### config.mk
export PLATFORM = sky130hd
export DESIGN_NAME = grid_max_descending_path_sum_flat
export DESIGN_NICKNAME = d
export VERILOG_FILES = /design/src/hw/rtl/gmdps_pkg.sv /design/src/hw/rtl/gmdps_if.sv /design/src/hw/rtl/gmdps_row_mem.sv /design/src/hw/rtl/grid_max_descending_path_sum.sv /design/src/flat_wrapper.sv
export VERILOG_INCLUDE_DIRS = /design/src /design/src/hw/rtl
export SDC_FILE = /design/constraint.sdc
export NUM_CORES = 2
export LEC_CHECK = 0
export BUFFER_PORTS_ARGS = -buffer_cell sky130_fd_sc_hd__buf_2
export CORE_UTILIZATION = 26
export DETAILED_ROUTE_END_ITERATION = 10
export GPL_TIMING_DRIVEN = 0
export MAX_ROUTING_LAYER = met4
export SLEW_MARGIN = 20
export SYNTH_ARGS = -nofsm -noshare
export SYNTH_HDL_FRONTEND = slang
export SYNTH_HIERARCHICAL = 1
export SYNTH_SLANG_ARGS = --single-unit
### constraint.sdc
create_clock -name clk -period 9.95 [get_ports clk]
set_clock_uncertainty 0.2 [all_clocks]
set_input_delay 0.995 -clock clk [delete_from_list [all_inputs] [get_ports clk]]
set_output_delay 0.995 -clock clk [all_outputs]
set_load 0.02 [all_outputs]
### src/hw/rtl/assert_macros.svh
// assertion helpers for the grid path sum block
`ifndef ASSERT_MACROS_SVH
`define ASSERT_MACROS_SVH

`ifndef SYNTHESIS
`define GMDPS_ASSERT(lbl, clk, rst_n, prop) \
  lbl: assert property (@(posedge clk) disable iff (!rst_n) prop) \
    else $error("gmdps assertion failed");
`define GMDPS_ASSERT_ALWAYS(lbl, clk, prop) \
  lbl: assert property (@(posedge clk) prop) \
    else $error("gmdps assertion failed");
`else
`define GMDPS_ASSERT(lbl, clk, rst_n, prop)
`define GMDPS_ASSERT_ALWAYS(lbl, clk, prop)
`endif

`endif

### src/hw/rtl/gmdps_pkg.sv
package gmdps_pkg;

  localparam int unsigned CELL_W    = 16;
  localparam int unsigned CFG_W     = 7;
  localparam int unsigned SUM_OUT_W = 22;
  localparam int unsigned COL_OUT_W = 7;

  typedef logic [CELL_W-1:0]    cell_t;
  typedef logic [CFG_W-1:0]     cfg_t;
  typedef logic [SUM_OUT_W-1:0] sum_out_t;
  typedef logic [COL_OUT_W-1:0] col_out_t;

endpackage

### src/hw/rtl/gmdps_if.sv
interface gmdps_in_if import gmdps_pkg::*; ();
  logic  valid;
  logic  ready;
  cell_t cell_value;

  modport source (output valid, output cell_value, input ready);
  modport sink   (input valid, input cell_value, output ready);
endinterface

interface gmdps_out_if import gmdps_pkg::*; ();
  logic     valid;
  logic     ready;
  sum_out_t best_sum;
  col_out_t best_column;

  modport source (output valid, output best_sum, output best_column, input ready);
  modport sink   (input valid, input best_sum, input best_column, output ready);
endinterface

### src/hw/rtl/gmdps_row_mem.sv
module gmdps_row_mem #(
  parameter int unsigned DEPTH = 64,
  parameter int unsigned AW    = 6,
  parameter int unsigned DW    = 23
) (
  input  logic          clk,
  input  logic          we,
  input  logic [AW-1:0] waddr,
  input  logic [DW-1:0] wdata,
  input  logic          re,
  input  logic [AW-1:0] raddr0,
  input  logic [AW-1:0] raddr1,
  output logic [DW-1:0] rdata0,
  output logic [DW-1:0] rdata1
);

  logic [DW-1:0] mem [DEPTH];
  logic [DW-1:0] rdata0_r;
  logic [DW-1:0] rdata1_r;

  always_ff @(posedge clk) begin
    if (we) begin
      mem[waddr] <= wdata;
    end
  end

  // write-first forwarding on both read ports
  always_ff @(posedge clk) begin
    if (re) begin
      rdata0_r <= (we && (waddr == raddr0)) ? wdata : mem[raddr0];
      rdata1_r <= (we && (waddr == raddr1)) ? wdata : mem[raddr1];
    end
  end

  assign rdata0 = rdata0_r;
  assign rdata1 = rdata1_r;

endmodule

### src/hw/rtl/grid_max_descending_path_sum.sv
// the result of a grid is on the output in the cycle after its last cell is taken
// throughput: one cell per cycle, set by the two-port row memory prefetch
// a waiting result holds back only the last cell of the next grid
// rst_n is synchronous: size 1, position and running best cleared
// row memory is not cleared: the top row writes every entry before use
`include "assert_macros.svh"

module grid_max_descending_path_sum import gmdps_pkg::*; #(
  parameter int unsigned MAX_SIZE = 64
) (
  input  logic               clk,
  input  logic               rst_n,
  gmdps_in_if.sink           in_ch,
  gmdps_out_if.source        out_ch,
  input  logic               cfg_we,
  input  cfg_t               cfg_data
);

  localparam int unsigned AW = (MAX_SIZE > 1) ? $clog2(MAX_SIZE) : 1;
  localparam int unsigned CW = $clog2(MAX_SIZE + 1);
  localparam int unsigned SW = CELL_W + CW;
  localparam int unsigned EW = CW + CFG_W;

  logic [AW-1:0] nm1_r;
  logic [AW-1:0] row_r;
  logic [AW-1:0] col_r;
  logic [SW-1:0] left_r;
  logic [SW-1:0] run_best_r;
  logic [CW-1:0] run_col_r;
  logic          out_valid_r;
  sum_out_t      out_sum_r;
  col_out_t      out_col_r;

  logic [EW-1:0] cfg_ext;
  logic [EW-1:0] cfg_m1;
  logic [AW-1:0] nm1_nxt;

  logic          in_acc;
  logic          last_col;
  logic          bottom;
  logic          last_cell;
  logic [AW-1:0] next_col;
  logic [AW-1:0] next_col_p1;
  logic [SW-1:0] up_sum;
  logic [SW-1:0] right_sum;
  logic [SW-1:0] best_above;
  logic [SW-1:0] cell_sum;
  logic          take;
  logic [SW-1:0] cand_best;
  logic [CW-1:0] cand_col;
  logic [SW+SUM_OUT_W-1:0] cand_best_ext;
  logic [CW+COL_OUT_W-1:0] cand_col_ext;

  assign cfg_ext = EW'(cfg_data);
  assign cfg_m1  = cfg_ext - EW'(1);

  always_comb begin
    if (cfg_ext == '0) begin
      nm1_nxt = '0;
    end else if (cfg_ext > EW'(MAX_SIZE)) begin
      nm1_nxt = AW'(MAX_SIZE - 1);
    end else begin
      nm1_nxt = cfg_m1[AW-1:0];
    end
  end

  assign in_ch.ready = !out_valid_r || out_ch.ready || !last_cell;
  assign in_acc      = in_ch.valid && in_ch.ready;

  assign last_col    = (col_r == nm1_r);
  assign bottom      = (row_r == nm1_r);
  assign last_cell   = last_col && bottom;
  assign next_col    = last_col ? '0 : col_r + AW'(1);
  assign next_col_p1 = next_col + AW'(1);

  gmdps_row_mem #(
    .DEPTH (MAX_SIZE),
    .AW    (AW),
    .DW    (SW)
  ) u_row_mem (
    .clk    (clk),
    .we     (in_acc),
    .waddr  (col_r),
    .wdata  (cell_sum),
    .re     (in_acc),
    .raddr0 (next_col),
    .raddr1 (next_col_p1),
    .rdata0 (up_sum),
    .rdata1 (right_sum)
  );

  always_comb begin
    best_above = up_sum;
    if ((col_r != '0) && (left_r > best_above)) begin
      best_above = left_r;
    end
    if (!last_col && (right_sum > best_above)) begin
      best_above = right_sum;
    end
  end

  assign cell_sum = (row_r == '0) ? SW'(in_ch.cell_value)
                                  : SW'(in_ch.cell_value) + best_above;

  assign take      = bottom && (cell_sum > run_best_r);
  assign cand_best = take ? cell_sum : run_best_r;
  assign cand_col  = take ? CW'(col_r) + CW'(1) : run_col_r;

  assign cand_best_ext = {{SUM_OUT_W{1'b0}}, cand_best};
  assign cand_col_ext  = {{COL_OUT_W{1'b0}}, cand_col};

  always_ff @(posedge clk) begin
    if (!rst_n) begin
      nm1_r      <= '0;
      row_r      <= '0;
      col_r      <= '0;
      left_r     <= '0;
      run_best_r <= '0;
      run_col_r  <= '0;
    end else if (cfg_we) begin
      nm1_r      <= nm1_nxt;
      row_r      <= '0;
      col_r      <= '0;
      left_r     <= '0;
      run_best_r <= '0;
      run_col_r  <= '0;
    end else if (in_acc) begin
      col_r  <= next_col;
      left_r <= last_col ? '0 : up_sum;
      if (last_cell) begin
        row_r      <= '0;
        run_best_r <= '0;
        run_col_r  <= '0;
      end else begin
        if (last_col) begin
          row_r <= row_r + AW'(1);
        end
        run_best_r <= cand_best;
        run_col_r  <= cand_col;
      end
    end
  end

  always_ff @(posedge clk) begin
    if (!rst_n) begin
      out_valid_r <= 1'b0;
    end else if (in_acc && last_cell) begin
      out_valid_r <= 1'b1;
    end else if (out_ch.ready) begin
      out_valid_r <= 1'b0;
    end
  end

  always_ff @(posedge clk) begin
    if (in_acc && last_cell) begin
      out_sum_r <= cand_best_ext[SUM_OUT_W-1:0];
      out_col_r <= cand_col_ext[COL_OUT_W-1:0];
    end
  end

  assign out_ch.valid       = out_valid_r;
  assign out_ch.best_sum    = out_sum_r;
  assign out_ch.best_column = out_col_r;

  `GMDPS_ASSERT(a_pos_in_grid, clk, rst_n, (col_r <= nm1_r) && (row_r <= nm1_r))
  `GMDPS_ASSERT(a_best_col_pair, clk, rst_n, (run_col_r == '0) == (run_best_r == '0))
  `GMDPS_ASSERT(a_last_emits, clk, rst_n, in_acc && last_cell && !cfg_we |=> out_valid_r && (col_r == '0) && (row_r == '0))
  `GMDPS_ASSERT(a_mid_silent, clk, rst_n, in_acc && !last_cell && !out_valid_r |=> !out_valid_r)

endmodule

### src/flat_wrapper.sv
// flat-port wrapper written by rule: the top's interface ports become plain ports
module grid_max_descending_path_sum_flat import gmdps_pkg::*;
#(
  parameter int unsigned MAX_SIZE = 64
)
  (clk, rst_n, cfg_we, cfg_data, in_ch_valid, in_ch_cell_value, in_ch_ready, out_ch_valid, out_ch_best_sum, out_ch_best_column, out_ch_ready);
  gmdps_in_if in_ch_i ();
  gmdps_out_if out_ch_i ();
  input  logic clk;
  input  logic rst_n;
  input  logic cfg_we;
  input  cfg_t cfg_data;
  input wire logic [$bits(in_ch_i.valid)-1:0] in_ch_valid;
  input wire logic [$bits(in_ch_i.cell_value)-1:0] in_ch_cell_value;
  output wire logic [$bits(in_ch_i.ready)-1:0] in_ch_ready;
  output wire logic [$bits(out_ch_i.valid)-1:0] out_ch_valid;
  output wire logic [$bits(out_ch_i.best_sum)-1:0] out_ch_best_sum;
  output wire logic [$bits(out_ch_i.best_column)-1:0] out_ch_best_column;
  input wire logic [$bits(out_ch_i.ready)-1:0] out_ch_ready;
  assign in_ch_i.valid = in_ch_valid;
  assign in_ch_i.cell_value = in_ch_cell_value;
  assign in_ch_ready = in_ch_i.ready;
  assign out_ch_valid = out_ch_i.valid;
  assign out_ch_best_sum = out_ch_i.best_sum;
  assign out_ch_best_column = out_ch_i.best_column;
  assign out_ch_i.ready = out_ch_ready;
  grid_max_descending_path_sum #(.MAX_SIZE(MAX_SIZE)) u_core (.clk(clk), .rst_n(rst_n), .in_ch(in_ch_i), .out_ch(out_ch_i), .cfg_we(cfg_we), .cfg_data(cfg_data));
endmodule
======== Word-level counts from Yosys, hierarchy flattened ========
Memories as Yosys holds them, arrays and structs flattened. A register that Yosys moved wholly into a read port is not among the register bits.
Index checks and enable logic that the tools add are counted.
Widths: inputs -> output; s select.
word-level totals
  register bits ........................... 101
  memory bits (writable) .................. 1472
  input port bits ......................... 28
  memories kept ........................... 1
memory list
  name                  words  bits a word  read ports  clocked after memory_dff  wr ports  RTL line             RTL
  u_core.u_row_mem.mem  64     23           2           2                         1         gmdps_row_mem.sv:17  logic [DW-1:0] mem [DEPTH];
cells by class
  add/subtract/negate cells ............... 6
  magnitude comparators ................... 4
  eq/ne operators ......................... 2
  multiplexer cells ....................... 17
  bitwise operators ....................... 1
  reductions and logical operators ........ 20
operators with widths
  cell                 count
  $mux 23              6
  $gt 23x23->1         3
  $mux 6               5
  $add 16x23->23       1
  $add 6x1->6 const B  3
  $logic_not 14->1     1
  $mux 7               2
  $eq 6x6->1           2
  $add 6x1->7 const B  1
  $gt 7x7->1 const B   1
  $logic_and 1x1->1    6
  $logic_not 6->1      1
  $reduce_bool 2->1    3
  $reduce_bool 6->1    1
  $sub 6x1->6 const B  1
  $mux 1               4
  $reduce_and 2->1     2
  $logic_not 1->1      3
  $logic_or 1x1->1     2
  $reduce_or 2->1      1
  $not 1->1            1

======== Logic depth before layout (Yosys ltp) ========
  depth in word-level cells ............... 12
  mapped depth ............................ 45

======== Hierarchy ========
Netlist, hierarchy kept.
by module, submodules not included
  module                        instances  cells each  area each (um^2)
  gmdps_row_mem                 1          4362        71414.7
  grid_max_descending_path_sum  1          906         7576.0

======== Worst setup path before layout ========
Ideal clock, no wire load.
  path kind ............................... flip-flop to flip-flop
  start ................................... register u_core.u_row_mem.rdata0_r[4] (netlist: u_core/u_row_mem/rdata0[4]) (read register of u_core.u_row_mem.mem)
  end ..................................... register u_core.out_sum_r[12] (netlist: u_core/out_ch.best_sum[12]), data pin
  library setup time ...................... 270 ps
  data arrival time ....................... 10348 ps
  setup slack ............................. -868 ps
  cell stages (with the launch flop) ...... 43
  path buffers ............................ 9
  clock period less this slack ............ 10818 ps
  cells stage by stage .................... edfxtp_1 inv_1 ha_1 a21o_1 a21o_1 a211oi_1 o211ai_1 nand3_1 buf_4 buf_2 buf_2 mux2i_1 ha_1 and3_1 a221oi_1 a21bo_2 a31o_2 buf_6 (+7 left out) o21ai_0 a21oi_1 o21bai_1 a21oi_1 xor2_1 o21ai_0 ha_1 a21o_1 a21oi_1 o21ai_0 o2111ai_1 nand3_1 a31o_2 buf_2 buf_2 clkbuf_1 nand2_1 o21ai_0
between the ends
  word-level cells in the longest chain between the ends .. 11
ends and longest elaborated chain
  item                      RTL line                             RTL
  from (decl)               gmdps_row_mem.sv:18                  logic [DW-1:0] rdata0_r;
  $gt 23x23->1              grid_max_descending_path_sum.sv:94   if ((col_r != '0) && (left_r > best_above)) begin
  $logic_and 1x1->1         grid_max_descending_path_sum.sv:94
  $mux 23 (*)               grid_max_descending_path_sum.sv:94
  $gt 23x23->1              grid_max_descending_path_sum.sv:97   if (!last_col && (right_sum > best_above)) begin
  $logic_and 1x1->1         grid_max_descending_path_sum.sv:97
  $mux 23 (*)               grid_max_descending_path_sum.sv:97
  $add 16x23->23 (*)        grid_max_descending_path_sum.sv:103  : SW'(in_ch.cell_value) + best_above;
  $mux 23 (*)               grid_max_descending_path_sum.sv:102  assign cell_sum = (row_r == '0) ? SW'(in_ch.cell_value)
  via u_core.cell_sum[9]    grid_max_descending_path_sum.sv:47   logic [SW-1:0] cell_sum;
  $gt 23x23->1 (*)          grid_max_descending_path_sum.sv:105  assign take = bottom && (cell_sum > run_best_r);
  $logic_and 1x1->1 (*)     grid_max_descending_path_sum.sv:105
  $mux 23 (*)               grid_max_descending_path_sum.sv:106  assign cand_best = take ? cell_sum : run_best_r;
  via u_core.cand_best[12]  grid_max_descending_path_sum.sv:49   logic [SW-1:0] cand_best;
  to (signal assigned)      grid_max_descending_path_sum.sv:156  out_sum_r <= cand_best_ext[SUM_OUT_W-1:0];
  to (decl)                 grid_max_descending_path_sum.sv:31   sum_out_t out_sum_r;
Mark *: on every way through the listed nets, which the timed path passes. The rest lies on a longest branch. The select of a mux whose other input is x is not followed.
A chain may end at the register's enable or synchronous reset.

======== Final worst setup path ========
  start ................................... register u_core.u_row_mem.rdata0_r[14] (netlist: u_core/u_row_mem/rdata0[14]) (read register of u_core.u_row_mem.mem)
  end ..................................... register u_core.out_sum_r[20] (netlist: u_core/out_ch.best_sum[20]), data pin
The elaborated chain is that of the path after synthesis.

==> results.md <==
- Sum of buffers and inverters on the critical path: 9
- Switching pwr: ~4.4 mW
- Worst Hold Depth: 2
- Fillers: between 20000 and 30000
- Worst R2R Setup Slack: 0.37 ns
- #FFs+latches synth: between 1500 and 2000
- Sequential share of the synthesized area: 60.6%
- Hold_sp: u_core/left_r[0]
- Post-synthesis cell area: about 0.08 mm^2
- Initial antenna violation count: 26
- Fraction of layout cells with a size suffix above 1: 18.6%
- Grt ovf: 0
- Worst Path Required: 10.34 ns
- Via density: ~5.5
- RSZ-0062 raised after global routing: false
- Final Power: 16.2 mW
- CP endpoint kind: flip-flop
- Pint: approximately 12 mW
- Rows: slightly above 200
- Detailed Route WL: approximately 300000 um
- Area Overhead vs Synth: 18.4%
- Final Cycle Share: ~96%
- Width of the die: 553 um
- Critical path class: reg -> reg
- Comb power frac: 14.6%
- Vias in the first global route: around 52000
- Final setup fails: 0
- Top cell type's share of synthesized area: 58.8%
- Relative slew slack: between 10% and 20%
- Startpoint types: flip-flop
- Final hold vios: 0
- Crit path launch: u_core/u_row_mem/rdata0[14]
- Final ANT Viol Nets: 0
- WL/cell: 30.6 um
- Reg-to-reg critical path endpoint: u_core/out_ch.best_sum[20]
- Ys async rst share: 0%
- Clock Path Buffers: 3
- Pwr dens: roughly 170 mW/mm^2
- Die H: approximately 550 um
- Reg clk slew, reported paths: around 0.06 ns
- R2r startpoint: u_core/u_row_mem/rdata0[14]
- CTS Buf Count: 165
- Avg Cell Area, Syn: 15.0 um^2
- Net Count, Synth: roughly 5400
- Distinct cells, synth: between 60 and 70
- R2R depth: 40
- Initial DRC Count: 7901
- RePlAce Congestion: roughly 1.0
- Largest net degree at the start of global routing: 67
- Core Region: about 0.30 mm^2
- Main synth FF type: edfxtp_1
- Max-cap viol count: 0
- Max H-tree Level: 4
- Initial Util: between 20% and 30%
- Hold Path Class: reg -> reg
- Post-layout nets: approximately 5800
- Tmin final: 9.58 ns
- I/O Pins: 59
- Leading area contributor after synthesis: edfxtp_1
- Drc violations: 0
- Critical path arrival: roughly 10 ns
- Leak pwr: ~29 nW
- Final Non-Filler Cells: approximately 9700
- Status: finished clean
- IO buf count: 57
- Worst path top cell family by delay: compound AO/OA/AOI/OAI gates
- # hold bufs at CTS: 0
- Synth top area cells: edfxtp_1 (59%), mux2i_1 (14%), mux4_2 (7.3%)
- First-pass GRT wire length: slightly above 400000 um
- Fmax: 0.104 GHz
- Power share of the sequential group: a little under half
- Vias post-DR: around 53000
- Max Slew Vio Count: 0
- EDFF count, synth: 1547
- Drt pass-1 iters: 6
- Peak supply drop: 0.195 mV
- Sw Ratio: a little over a quarter
- TritonCTS sink count: between 1500 and 2000
- Mapped Cells: approximately 5300
- Top cells by count, synth: edfxtp_1 (1547), mux2i_1 (1106), a22oi_1 (462), mux4_2 (256), nand3_1 (212)
- Hold Path Sink: u_core/left_r[0]
- Critical Path Slowest Stage Cell: edfxtp_1
- Dpl hpwl: about 220000 um
- Worst-margin pin slew: 1.30 ns
- CP max FO: 27
- Top-count cell post-synth: edfxtp_1
- CTS tree: yes
- Placed Cells: 9431
- Clock latency on the worst-skew pair: about 0.85 ns
- Clock share of power: 38.4%
- Ys Warns: 6
- Clk root buf: clkbuf_16
- Die area: ~0.3 mm^2
- Worst hold slack: roughly 0.27 ns
- Max incr delay on CP: ~0.52 ns
- GRT Total Usage: 19.5%
[state kept, by name, indices dropped and copies added (netlist names)]
| name | flops |
|---|---|
| u_core/left_r | 23 |
| u_core/nm1_r | 6 |
| u_core/run_col_r | 7 |
| u_core/u_row_mem/rdata0 | 23 |
| u_core/out_ch.valid | 1 |
| u_core/out_ch.best_column | 7 |
| u_core/u_row_mem/rdata1 | 23 |
| u_core/col_r | 6 |
| u_core/row_r | 6 |
| u_core/u_row_mem/mem | 1472 |
| u_core/run_best_r | 23 |
| u_core/out_ch.best_sum | 22 |
[layout by cell type (no fill, tap or decap), types with 73 or more instances in the layout]
cell | netlist | final
buf_2 | 135 | 191
a22oi_1 | 462 | 462
ha_1 | 92 | 92
clkbuf_16 | 0 | 165
clkbuf_1 | 128 | 156
buf_16 | 0 | 76
mux4_2 | 256 | 256
inv_1 | 73 | 73
buf_4 | 63 | 76
edfxtp_1 | 1547 | 1547
nand3_1 | 212 | 211
a21oi_1 | 201 | 190
nor2_1 | 183 | 116
nand2_1 | 179 | 178
mux2i_1 | 1106 | 1101
[per-layer routing]
metal	GRT usage (%)	share of wire, %
met1	24.6	39
met2	29.2	44
met3	4.70	11
met4	9.28	5.5
met5	-	0
[power groups by stage]
stage	Sequential (mW)	Clock, mW	Combinational (mW)
global route	7.60	6.53	2.41
floorplan	7.73	0	1.21
finish	7.60	6.22	2.36
detailed placement	7.74	0	2.22
global placement	7.78	0	2.05
CTS	7.59	6.29	2.28
[kinds of logic after synthesis]
family / synth area share (%)
adders and majority gates: 1.56
buffers and inverters: 3.01
and+or+nand+nor: 4.33
xor gates and xnor gates: 0.654
AOI/OAI and AO/OA: 8.16
DFF: 60.6
muxes: 21.7
[worst reg2reg max path: cells and delay by family, from the launching register on]
| family | cells | cell delay (ns) |
|---|---|---|
| buffers and inverters | 9 | 1.83 |
| multiplexers | 1 | 0.36 |
| AO/OA/AOI/OAI | 16 | 3.34 |
| XOR/XNOR | 1 | 0.27 |
| AND/OR/NAND/NOR | 9 | 1.48 |
| flip-flops | 1 | 0.52 |
| adder cells (fa/ha/maj) | 4 | 1.32 |
[final cells by class]
type                       instances  area, um^2  area share [%]
antenna                           13        32.5          0.0348
buffer                           388        2110            2.26
clock buffer                     196        4260            4.55
clock inverter                    98        1040            1.11
inverter                          74         279           0.298
multi-input combinational       3190       29600            31.6
sequential                      1619       47900            51.2
tap                             3978        4980            5.32
timing repair buffer             193        3370            3.60
[timing repair]
action	CTS	global route
gates resized for setup	17	11
endpoints found under the setup margin	59	59
setup buffers	5	3
gates cloned	5	0
pin swaps	4	0
[worst max-delay path by stage]
stage	depth (start not counted)	end	slack, ns
6_report	40	u_core/out_ch.best_sum[20]	0.37
5_1_grt	42	u_core/out_ch.best_sum[20]	0.003
4_1_cts	42	u_core/out_ch.best_sum[20]	0.11
3_5_place_dp	44	u_core/out_ch.best_sum[15]	-0.95
3_3_place_gp	41	u_core/out_ch.best_sum[9]	-6.18
2_1_floorplan	41	u_core/run_best_r[4]	0.26
[metrics by stage]
step / area, um^2 / setup TNS (ns) / util (%) / setup WS [ns]
global route: 93500 / 0 / 30.9 / 0.00334
finish: 93500 / 0 / 30.9 / 0.372
detailed placement: 88000 / -44.37 / 29.1 / -0.945
floorplan: 79000 / 0 / - / 0.260
global placement: 84300 / -4195.24 / 27.8 / -6.18
CTS: 93400 / 0 / 30.9 / 0.110
Note: power is estimated with default switching activity, not from simulation.
